`src/hw/rtl/drm_div_cell.sv`:
```
// One restoring division cell: produces one quotient bit per cycle while en is high.
// Standalone; chained by the top level.
module drm_div_cell #(
    parameter int VW = 24,
    parameter int PW = 58,
    parameter int SW = 54
) (
    input  logic          aclk,
    input  logic          aresetn,
    input  logic          en,
    input  logic          in_valid,
    input  logic [VW-1:0] in_rem,
    input  logic [PW-1:0] in_dq,
    input  logic [VW-1:0] in_den,
    input  logic [SW-1:0] in_side,
    output logic          out_valid,
    output logic [VW-1:0] out_rem,
    output logic [PW-1:0] out_dq,
    output logic [VW-1:0] out_den,
    output logic [SW-1:0] out_side
);

    logic          valid_reg;
    logic [VW-1:0] rem_reg, rem_next;
    logic [PW-1:0] dq_reg, dq_next;
    logic [VW-1:0] den_reg;
    logic [SW-1:0] side_reg;
    logic [VW:0]   shifted;
    logic [VW:0]   trial;
    logic          ge;

    always_comb begin
        shifted  = {in_rem, in_dq[PW-1]};
        trial    = shifted - {1'b0, in_den};
        ge       = (shifted >= {1'b0, in_den});
        rem_next = ge ? trial[VW-1:0] : shifted[VW-1:0];
        dq_next  = {in_dq[PW-2:0], ge};
    end

    always_ff @(posedge aclk) begin
        if (!aresetn) begin
            valid_reg <= 1'b0;
        end else if (en) begin
            valid_reg <= in_valid;
        end
    end

    always_ff @(posedge aclk) begin
        if (en) begin
            rem_reg  <= rem_next;
            dq_reg   <= dq_next;
            den_reg  <= in_den;
            side_reg <= in_side;
        end
    end

    assign out_valid = valid_reg;
    assign out_rem   = rem_reg;
    assign out_dq    = dq_reg;
    assign out_den   = den_reg;
    assign out_side  = side_reg;

endmodule

```
`config.mk`:
```
export PLATFORM = sky130hd
export DESIGN_NAME = drm_div_cell
export DESIGN_NICKNAME = d
export VERILOG_FILES = /design/src/hw/rtl/drm_div_cell.sv
export SDC_FILE = /design/constraint.sdc
export NUM_CORES = 1
export LEC_CHECK = 0
export BUFFER_PORTS_ARGS = -buffer_cell sky130_fd_sc_hd__buf_4
export CAP_MARGIN = 20
export CORE_MARGIN = 8
export CORE_UTILIZATION = 40
export DETAILED_ROUTE_END_ITERATION = 8
export PLACE_DENSITY = 0.71
export SLEW_MARGIN = 10
export SYNTH_ARGS = -nofsm -noshare
export SYNTH_HDL_FRONTEND = slang
export SYNTH_SLANG_ARGS = --single-unit
```
`constraint.sdc`:
```
create_clock -name aclk -period 7.5 [get_ports aclk]
set_input_delay 1.875 -clock aclk [delete_from_list [all_inputs] [get_ports aclk]]
set_output_delay 1.875 -clock aclk [all_outputs]
set_load 0.05 [all_outputs]
```
Word-level counts from Yosys, hierarchy flattened
Cells that the tools add are included.
{ "word_totals": {"register_bits": 161, "latch_bits": 0, "ram_bits": 0, "romBits": 0, "in_bits": 164, "output_inout_bits": 161, "wordCells": 8, "mem_count": 0} }
{ "op_classes": {"addsub": 1, "multipliers": 0, "div_mod_pow": 0, "magnitude_cmp": 1, "eq_ne": 0, "n_shift": 0, "mux": 1, "bitwise": 0, "n_reduce_logical": 0} }
{ "op_table": {"columns": ["op", "count"], "rows": [
  [">= comparator 25 x 24 -> 1 bit", 1],
  ["2-to-1 mux 24 bit", 1],
  ["subtractor 24 bit", 1]
]} }

Depth between registers and ports, before layout
Gate-level depths: netlist of run 1.
{ "depth": {"ltp_word": 2, "depth_mapped": 11, "mapped_depth_nobuf": 9} }

Worst setup path after synthesis of run 1
OpenSTA, ideal clock, no wires.
{ "synth_timing": {"path_type": "input-to-reg", "start": "input in_den[20]", "end": "register rem_reg[12], in the netlist out_rem[12] (data pin)", "setup_time_ps": 260, "arrival_ps": 3786, "t_required_ps": 7240, "setup_slack_ps": 3453, "path_stages": 11, "path_buffers": 2, "path_cell_list": "inv_1 > ha_1 > buf_2 > nand4_1 > or2_1 > o221a_2 > o21ai_4 > nor2_8 > inv_6 > buf_8 > mux2_4"} }
{ "synth_between": {"elab_chain_len": 2} }
{ "synth_rtl": {"columns": ["element", "line", "rtl"], "rows": [
  ["start, declared", "14", "input logic [VW-1:0] in_den,"],
  [">= comparator 25 x 24 -> 1 bit", "35", "ge = (shifted >= {1'b0, in_den});"],
  ["via ge", "30", "logic ge;"],
  ["2-to-1 mux 24 bit", "36", "rem_next = ge ? trial[VW-1:0] : shifted[VW-1:0];"],
  ["via rem_next[12]", "24", "logic [VW-1:0] rem_reg, rem_next;"],
  ["end signal, assigned", "50", "rem_reg <= rem_next;"],
  ["end, declared", "24", null]
]} }
The timed path passes the listed nets, and every way through them passes these cells.
A chain may end at the register's enable or synchronous reset.

Worst setup path in the final report of run 1
{ "layout_timing": {"start": "input in_rem[17]", "end": "register rem_reg[7], in the netlist out_rem[7] (data pin)"} }
{ "layout_between": {"elab_chain_len": 2} }
{ "layout_rtl": {"columns": ["element", "line", "rtl"], "rows": [
  ["start, declared", "12", "input logic [VW-1:0] in_rem,"],
  [">= comparator 25 x 24 -> 1 bit", "35", null],
  ["2-to-1 mux 24 bit", "36", null],
  ["via rem_next[7]", "24", null]
]} }
The timed path passes the listed nets, and every way through them passes these cells.

==> results of run 1 <==
[worst register-to-register path: cells and delay by family (launching register included)]
family | cells | cell delay [ns]
simple gates | 1 | 0.16
flops | 1 | 0.34
mux | 1 | 0.08
[worst min path at each step]
stage	startpoint	to	slack (ns)	cells after the start
2_1_floorplan	out_valid	out_valid	0.74	2
3_3_place_gp	out_valid	out_valid	0.51	2
3_5_place_dp	out_valid	out_valid	0.56	2
4_1_cts	out_valid	out_valid	0.57	2
5_1_grt	out_valid	out_valid	0.61	2
6_report	out_valid	out_valid	0.57	2
[registers in the layout, indices dropped and copies added, names as in the netlist]
name,count
out_valid,1
out_rem,24
out_dq,58
out_side,54
out_den,24
[metrics by stage]
step,utilization,instances,area (µm²),worst slack (ns)
after floorplan,-,438,6739,3.453
final,0.6041,1007,9982,3.468
after global routing,0.6041,1007,9982,3.365
after global placement,0.5693,975,9408,3.144
after CTS,0.6041,1007,9982,3.521
after detailed placement,0.5693,975,9408,3.079
[report_power, final]
| group | leakage (nW) | internal, W | switching, W |
|---|---|---|---|
| clock network | 0.277 | 0.000468 | 0.000366 |
| registers | 1.57 | 0.00109 | 0.0000223 |
| logic | 2.42 | 0.000220 | 0.000455 |
| total | 4.27 | 0.00177 | 0.000843 |
[synthesized netlist by cell type, types with 5 or more instances]
master	instances	area, µm²
nand3_1	15	75.07
buf_2	6	30.03
edfxtp_1	160	4805
a21oi_1	29	145.1
xnor2_1	7	61.31
a21boi_0	5	37.54
o31ai_1	7	52.55
o21a_1	9	67.56
o21ai_0	12	60.06
mux2_2	8	90.09
and3_1	7	43.79
ha_1	24	300.3
nand2_1	16	60.06
nor3_1	14	70.07
nor2_1	14	52.55
inv_1	33	123.9
[routing by layer]
layer / wire, µm / up-vias
met1: 8248 / 2507
met2: 12500 / 233
met5: 0 / -
met3: 1951 / 17
li1: - / 2369
met4: 210 / 0
[layout make-up]
type	instances	area share
Tap cell	220	0.02758
Sequential cell	161	0.4833
Clock inverter	14	0.01454
Inverter	34	0.01329
Multi-Input combinational cell	234	0.1727
Clock buffer	18	0.04299
Timing Repair Buffer	326	0.2456
[cells by family after synthesis]
group	count (synthesis)
DFF	161
buffers and inverters	43
muxes	12
xor gates and xnor gates	10
adders and majority gates	25
AOI/OAI and AO/OA	93
and+or+nand+nor	94
==> qor.txt, run 1 <==
Yosys Warn Count -> 0
Final Cycle Share -> 0.5376
Critical R2R Capture -> out_valid
Met2 Use GR -> 0.3923
Most used DFF post-synth -> edfxtp_1
Max Cap Viol -> 0
IR drop worst, VDD -> 0.1573 mV
Seq/Total Area, Yosys -> 0.7159
Grt total ovfl -> 0
P per Cell Area -> 262.1 nW/µm²
Max Fclk -> 248.0 MHz
CTS Sinks -> 161
Worst Path Max Fanout -> 18
Final count of negative-setup-slack endpoints -> 0
#FFs+latches synth -> 161
CTS tree -> built
Final Hold Fails -> 0
Complex-gate fraction of the synthesized area -> 0.09785
Antenna Cells -> 0
Crit start category -> input port
Post-synthesis area per instance -> 15.39 µm²
CTS Hold Bufs -> 0
# rows -> 47
Most frequent cells in the layout -> 325 x buf_4, 160 x edfxtp_1, 33 x inv_1
Top Ports -> 325
DRT Pass-1 Iters -> 4
Die Width -> 145.8 µm
GRT met1 Usage -> 0.2212
Distinct cell type count after synthesis -> 57
Post-synth ARST share -> 0
Setup crit end kind -> flop
Nets@finish -> 963
Crit-path slowest cell -> ha_1
Critical Path RT -> 7.67 ns
Status -> finished clean
Vias in the first global route -> 5,130
Final hold slack -> 0.5718 ns
Hold Crit Class -> reg2reg
Crit path buffers/inverters -> 2
Lkg Pwr -> 4.269 nW
Number of fillers in the final layout -> 1,315
Worst EP arrival -> 4.20 ns
ANT nets after route -> 0
Final max-slew violation count -> 0
Post-Synth Simple-Gate Area -> 0.07594
Post-CTS Setup Bufs -> 0
Setup Total Neg Slack -> 0 ns
Post-synthesis adder-cell area fraction -> 0.04753
Met3 GRT Util -> 0.06872
Largest family of logic cells by synthesized area -> compound AO/OA/AOI/OAI gates
Synth Cell Area -> 6739 µm²
Root Buffer -> clkbuf_16
CTS Buf Count -> 17
CP Class -> in2reg
H-tree Lvls -> 4
Clk slew on worst S/H paths -> 0.06 ns
EDFF count, synth -> 160
Reg-to-reg critical path startpoint -> out_valid
Layout cell share with drive strength beyond 1 -> 0.4841
Syn Inst Count -> 438
Initial antenna violation count -> 0
Commonest non-fill, non-tap cell in the layout -> buf_4
Critical path origin -> in_rem[17]
CP max stage delay -> 0.49 ns
Worst-Skew Late Latency -> 0.41 ns
Core Region -> 16,520 µm²
Post-cts gate resize count -> 0
Post-Syn Nets -> 627
Placer Congestion -> 0.9077
GR peak layer -> met2
Die Area -> 21,260 µm²
Largest net degree at the start of global routing -> 98
Via count -> 5,126
Starting Density -> 0.4078
Routed len/inst -> 22.76 µm
Global-route wire length before repair -> 33,380 µm
Post-Route WL -> 22,920 µm
Vias per inst -> 5.090
R2r setup slk -> 6.85 ns
Area of the multi-input gates -> 1724 µm²
Worst Tran Pin Value -> 0.8693 ns
Starting DRC count in detailed routing -> 418
Mux cell area share after synthesis -> 0.02154
Area growth, synth to finish -> 48.12%
GRT Overall Usage -> 0.2093
Total power -> 0.002617 W
Port Buf Inserts -> 324
Clk_skew -> 0 ns
Reg2reg path depth -> 2
Post-route minimum period -> 4.032 ns
Worst setup endpoint -> out_rem[7]
CP delay by family, top -> simple AND/OR/NAND/NOR gates
Reg area -> 4825 µm²
Slew margin rel. -> 0.4205
Residual DRC -> 0
DP Wirelength -> 18,480 µm
Worst-case clock buffer depth -> 2
CP cell instances -> buf_4 > ha_1 > nand4_1 > or2_1 > o221a_2 > o21ai_4 > nor2_8 > inv_6 > mux2_2
Die H -> 145.8 µm
CP Depth -> 9
Area share of xor/xnor cells in the synthesized design -> 0.01300
RSZ-0062 raised after global routing -> no
Note: power is estimated with default switching activity, not from simulation.
==> inputs of run 2 (changes only) <==
Clock period 7.5 ns to 4 ns, I/O delays scaled along.
==> run 2 against run 1 <==
Non-clock buffer count rose by 4. Count of clock-buffer cells in the layout fell by 1. Sequential share of layout area fell by 0.073 points. First-iteration DRC count fell by 3.1%. Hold slack got worse by 0.017 ns. Largest power group unchanged.
==> qor.txt, run 2 (synthesis results as in run 1) <==
Status -> finished clean
Via count -> 5,199
Reg2reg path depth -> 2
CP Class -> in2reg
Total power -> 0.004867 W
Placer Congestion -> 0.9108
Antenna Cells -> 0
DRT Pass-1 Iters -> 4
Worst-Skew Late Latency -> 0.42 ns
Final Hold Fails -> 0
Core Region -> 16,520 µm²
Hold Crit Class -> reg2reg
Setup crit end kind -> flop
Hold Crit Depth -> 2
Number of fillers in the final layout -> 1,309
Net Sw Power -> 0.001605 W
IR drop worst, VDD -> 0.3082 mV
Seq pwr share -> 0.427
Post-route minimum period -> 3.117 ns
Lkg Pwr -> 4.277 nW
Vias per inst -> 5.142
Worst-case clock buffer depth -> 2
Post-CTS Setup Bufs -> 0
Max Fclk -> 320.8 MHz
Clk slew on worst S/H paths -> 0.07 ns
Area of the multi-input gates -> 1724 µm²
Reg-to-reg critical path startpoint -> out_valid
Port Buf Inserts -> 324
Final worst setup slack -> 0.8830 ns
Cells after DPL -> 979
Crit start category -> input port
Slew margin rel. -> 0.4286
Max FFs per register -> 58
Initial antenna violation count -> 0
Post-Route WL -> 23,190 µm
Commonest non-fill, non-tap cell in the layout -> buf_4
# rows -> 47
Nets@finish -> 967
DP Wirelength -> 18,450 µm
CTS tree -> built
R2r setup slk -> 3.38 ns
Final Cycle Share -> 0.7792
Worst Path Max Fanout -> 18
Final count of negative-setup-slack endpoints -> 0
ANT nets after route -> 0
Sw frac -> 0.3297
Non-filler cells, final -> 1,011
Most frequent cells in the layout -> 328 x buf_4, 160 x edfxtp_1, 33 x inv_1
CTS Buf Count -> 17
Global-route wire length before repair -> 34,020 µm
Critical R2R Capture -> out_valid
Clock power share -> 0.313
Starting Density -> 0.4078
Layout cell share with drive strength beyond 1 -> 0.4855
Routed len/inst -> 22.94 µm
Area growth, synth to finish -> 48.35%
CTS Sinks -> 161
RSZ-0062 raised after global routing -> no
Root Buffer -> clkbuf_16
Worst EP arrival -> 3.29 ns
Largest net degree at the start of global routing -> 94
Residual DRC -> 0
Post-Place Worst Slack -> 0.4337 ns
Worst Tran Pin Value -> 0.8571 ns
Vias in the first global route -> 5,269
Critical Path RT -> 4.17 ns
Final hold slack -> 0.5551 ns
CTS Hold Bufs -> 0
Gate power share -> 0.261
Final max-slew violation count -> 0
Post-cts gate resize count -> 0
Hold Path Origin -> out_valid
GRT Overall Usage -> 0.2126
Setup Total Neg Slack -> 0 ns
Hold Path End -> out_valid
Reg area -> 4825 µm²
Max Cap Viol -> 0
Top Ports -> 325
P per Cell Area -> 486.9 nW/µm²
Starting DRC count in detailed routing -> 405
H-tree Lvls -> 4
Clk_skew -> 0 ns
Die Area -> 21,260 µm²
Grt total ovfl -> 0
Pint -> 0.003263 W
Die Width -> 145.8 µm
Die H -> 145.8 µm
## run 2: cell types whose count changed in the layout (fill, tap and decap cells not counted), sizes merged
cell,before,now
clkinv,5,4
inv,40,42
clkinvlp,2,3
bufinv,1,0
buf,326,330
clkbuf,18,17
## run 2: cell type report
class,count,area share
Clock buffer,17,0.04255
Clock inverter,15,0.01214
Inverter,34,0.01327
Multi-Input combinational cell,234,0.1725
Sequential cell,161,0.4826
Tap cell,220,0.02753
Timing Repair Buffer,330,0.2494
## run 2: power groups by stage
stage | registers, W | logic [W] | clock network (W)
after global placement | 0.00211 | 0.00127 | 0
after floorplan | 0.00264 | 0.000247 | 0
after global routing | 0.00209 | 0.00133 | 0.00161
after detailed placement | 0.00211 | 0.00128 | 0
final | 0.00208 | 0.00127 | 0.00152
after CTS | 0.00208 | 0.00128 | 0.00155
## run 2: metrics by stage
step           utilization  instance area, µm²
2_1_floorplan            -                6739
3_3_place_gp        0.5719                9450
3_5_place_dp        0.5719                9450
4_1_cts             0.6050                9997
5_1_grt             0.6050                9997
6_report            0.6050                9997
## run 2: worst max path at each step
| stage | startpoint | end | slack [ns] | cells after the start |
|---|---|---|---|---|
| floorplan | in_den[20] | out_rem[12] | 0.83 | 11 |
| CTS | in_rem[17] | out_rem[7] | 0.88 | 9 |
| detailed placement | in_rem[17] | out_rem[7] | 0.43 | 9 |
| finish | in_rem[17] | out_rem[11] | 0.88 | 9 |
| global placement | in_rem[17] | out_rem[6] | 0.51 | 9 |
| global route | in_rem[17] | out_rem[7] | 0.71 | 9 |
## run 2: per-layer routing
metal / vias up / GRT usage / part of all wire
met3: 18 / 0.07307 / 0.089
met1: 2570 / 0.2256 / 0.36
li1: 2379 / - / -
met2: 232 / 0.3986 / 0.55
met5: - / 0 / 0
met4: 0 / 0.04217 / 0.0059
## run 2: critical path, stage by stage
cell	delay, ns
buf_4	0.13
ha_1	0.46
nand4_1	0.20
or2_1	0.28
o221a_2	0.29
o21ai_4	0.26
nor2_8	0.12
inv_6	0.17
mux2_2	0.36
==> inputs of run 3 (changes only) <==
Settings changed: ABC_AREA from default to 1, PLACE_DENSITY 0.71 to 0.73.
Clock period 4 ns to 2.6 ns, I/O delays scaled along.
==> run 3 against run 2 <==
Power increased by 58%. Count of clock-buffer cells in the layout unchanged. Sequential cell count unchanged. Sequential power is 53% higher. Synthesized cell count grew 48%. Critical path type unchanged. Highest routed layer unchanged.
==> qor.txt, run 3 <==
Status -> finished clean
Grt total ovfl -> 0
GRT Overall Usage -> 0.2126
Syn Inst Count -> 650
Post-synth ARST share -> 0
Vias in the first global route -> 5,835
Setup crit end kind -> flop
DP Wirelength -> 20,100 µm
Post-Place Worst Slack -> 0.02981 ns
Worst Path Max Fanout -> 4
Final max-slew violation count -> 0
Post-synthesis area per instance -> 11.04 µm²
CTS Hold Bufs -> 0
Most frequent cell after synthesis -> nand2_1
Cells after DPL -> 1,220
RSZ-0062 raised after global routing -> no
Placer Congestion -> 0.9055
Routed len/inst -> 19.71 µm
Largest net degree at the start of global routing -> 51
CTS Buf Count -> 17
Synth top cells by count -> 217 x nand2_1, 160 x edfxtp_1, 119 x inv_1
Starting Density -> 0.4035
Most used DFF post-synth -> edfxtp_1
Most frequent cells in the layout -> 341 x buf_4, 217 x nand2_1, 160 x edfxtp_1
Final worst setup slack -> 0.4725 ns
Area growth, synth to finish -> 49.02%
Max FFs per register -> 58
Lkg Pwr -> 5.177 nW
Setup Total Neg Slack -> 0 ns
Final Hold Fails -> 0
Worst-case clock buffer depth -> 2
#FFs+latches synth -> 161
Port Buf Inserts -> 324
Final Cycle Share -> 0.8183
Root Buffer -> clkbuf_16
Max Fclk -> 470.0 MHz
Top Ports -> 325
Post-Route WL -> 24,660 µm
Antenna Cells -> 0
Worst-Skew Late Latency -> 0.42 ns
CP Class -> in2reg
Distinct cell type count after synthesis -> 26
Synth Cell Area -> 7174 µm²
Commonest non-fill, non-tap cell in the layout -> buf_4
Die Width -> 149.9 µm
Non-filler cells, final -> 1,251
Reg area -> 4825 µm²
Post-CTS Setup Bufs -> 0
Worst Tran Pin Value -> 0.5063 ns
Post-layout util -> 0.6013
H-tree Lvls -> 4
Residual DRC -> 0
Slew margin rel. -> 0.6625
Initial antenna violation count -> 0
Post-cts gate resize count -> 0
EDFF count, synth -> 160
Vias per inst -> 4.710
# rows -> 49
Seq/Total Area, Yosys -> 0.6725
Nets@finish -> 1,199
Hold Crit Class -> in2reg
Yosys Warn Count -> 0
CTS Sinks -> 161
Post-route minimum period -> 2.127 ns
Max Cap Viol -> 0
Area of the multi-input gates -> 1847 µm²
Post-Syn Nets -> 839
CTS tree -> built
Number of fillers in the final layout -> 1,495
Critical Path RT -> 2.79 ns
Die Area -> 22,480 µm²
Via count -> 5,892
Clk_skew -> 0 ns
Clk slew on worst S/H paths -> 0.07 ns
Largest cells by area after synthesis -> edfxtp_1 67%, nand2_1 11%, inv_1 6.2%, ha_1 4.2%, nand4_1 2.5%
Worst EP arrival -> 2.31 ns
Global-route wire length before repair -> 35,070 µm
DRT Pass-1 Iters -> 5
Final count of negative-setup-slack endpoints -> 0
Post-synth top area share -> 0.6697
Final hold slack -> 0.3966 ns
Die H -> 149.9 µm
Starting DRC count in detailed routing -> 371
P per Cell Area -> 717.4 nW/µm²
Core Region -> 17,780 µm²
ANT nets after route -> 0
Crit start category -> input port
Layout cell share with drive strength beyond 1 -> 0.3826
Cell accounting for the most synthesized area -> edfxtp_1
IR drop worst, VDD -> 0.5609 mV
## run 3: per-layer routing
metal,part of all wire,global-route usage,vias up
li1,-,-,2864
met1,0.36,0.2202,2761
met2,0.53,0.3948,236
met3,0.093,0.06955,31
met4,0.020,0.07196,0
met5,0,0,-
## run 3: metrics by stage
step / total power, W / area (µm²)
global placement: 0.005240 / 10120
finish: 0.007670 / 10690
CTS: 0.007736 / 10690
floorplan: 0.004456 / 7174
detailed placement: 0.005270 / 10120
global route: 0.007956 / 10690
## run 3: cell type report
cell class,count,area share
Inverter,120,0.04213
Sequential cell,161,0.4513
Timing Repair Buffer,349,0.2536
Multi-Input combinational cell,361,0.1727
Clock buffer,17,0.03979
Tap cell,229,0.02680
Clock inverter,14,0.01369
## run 3: worst max-delay path, cell delays in order
cell and delay, ns:
buf_4 0.08, inv_1 0.03, ha_1 0.21, fa_1 0.42
inv_1 0.13, nand2_1 0.07, nand3_1 0.17, nand2_1 0.08
nand2_1 0.13, nand2_1 0.10, nand3_1 0.08, nand2_1 0.06
nand2_1 0.06, nand2_1 0.04
## run 3: path summary, 6_finish.rpt
check / start / end / slack (ns) / cells after the start
setup / recovery: in_dq[57] / out_rem[16] / 0.47 / 14
hold reg to reg: out_valid / out_valid / 0.56 / 2
hold / removal: in_side[30] / out_side[30] / 0.40 / 1
setup reg to reg: out_valid / out_valid / 1.96 / 2
## run 3: cell families after synthesis
| kind of cell | Yosys count | synth area share |
|---|---|---|
| and+or+nand+nor | 311 | 0.1877 |
| DFF | 161 | 0.6725 |
| buffers and inverters | 128 | 0.07011 |
| adders and majority gates | 25 | 0.04465 |
| AOI/OAI and AO/OA | 14 | 0.01168 |
| xor gates and xnor gates | 11 | 0.01343 |
## run 3: report_power, final
| group | total (W) | internal, W | switching [W] |
|---|---|---|---|
| sequential | 0.00319 | 0.00312 | 0.0000658 |
| combinational | 0.00201 | 0.000640 | 0.00137 |
| clock | 0.00247 | 0.00135 | 0.00112 |
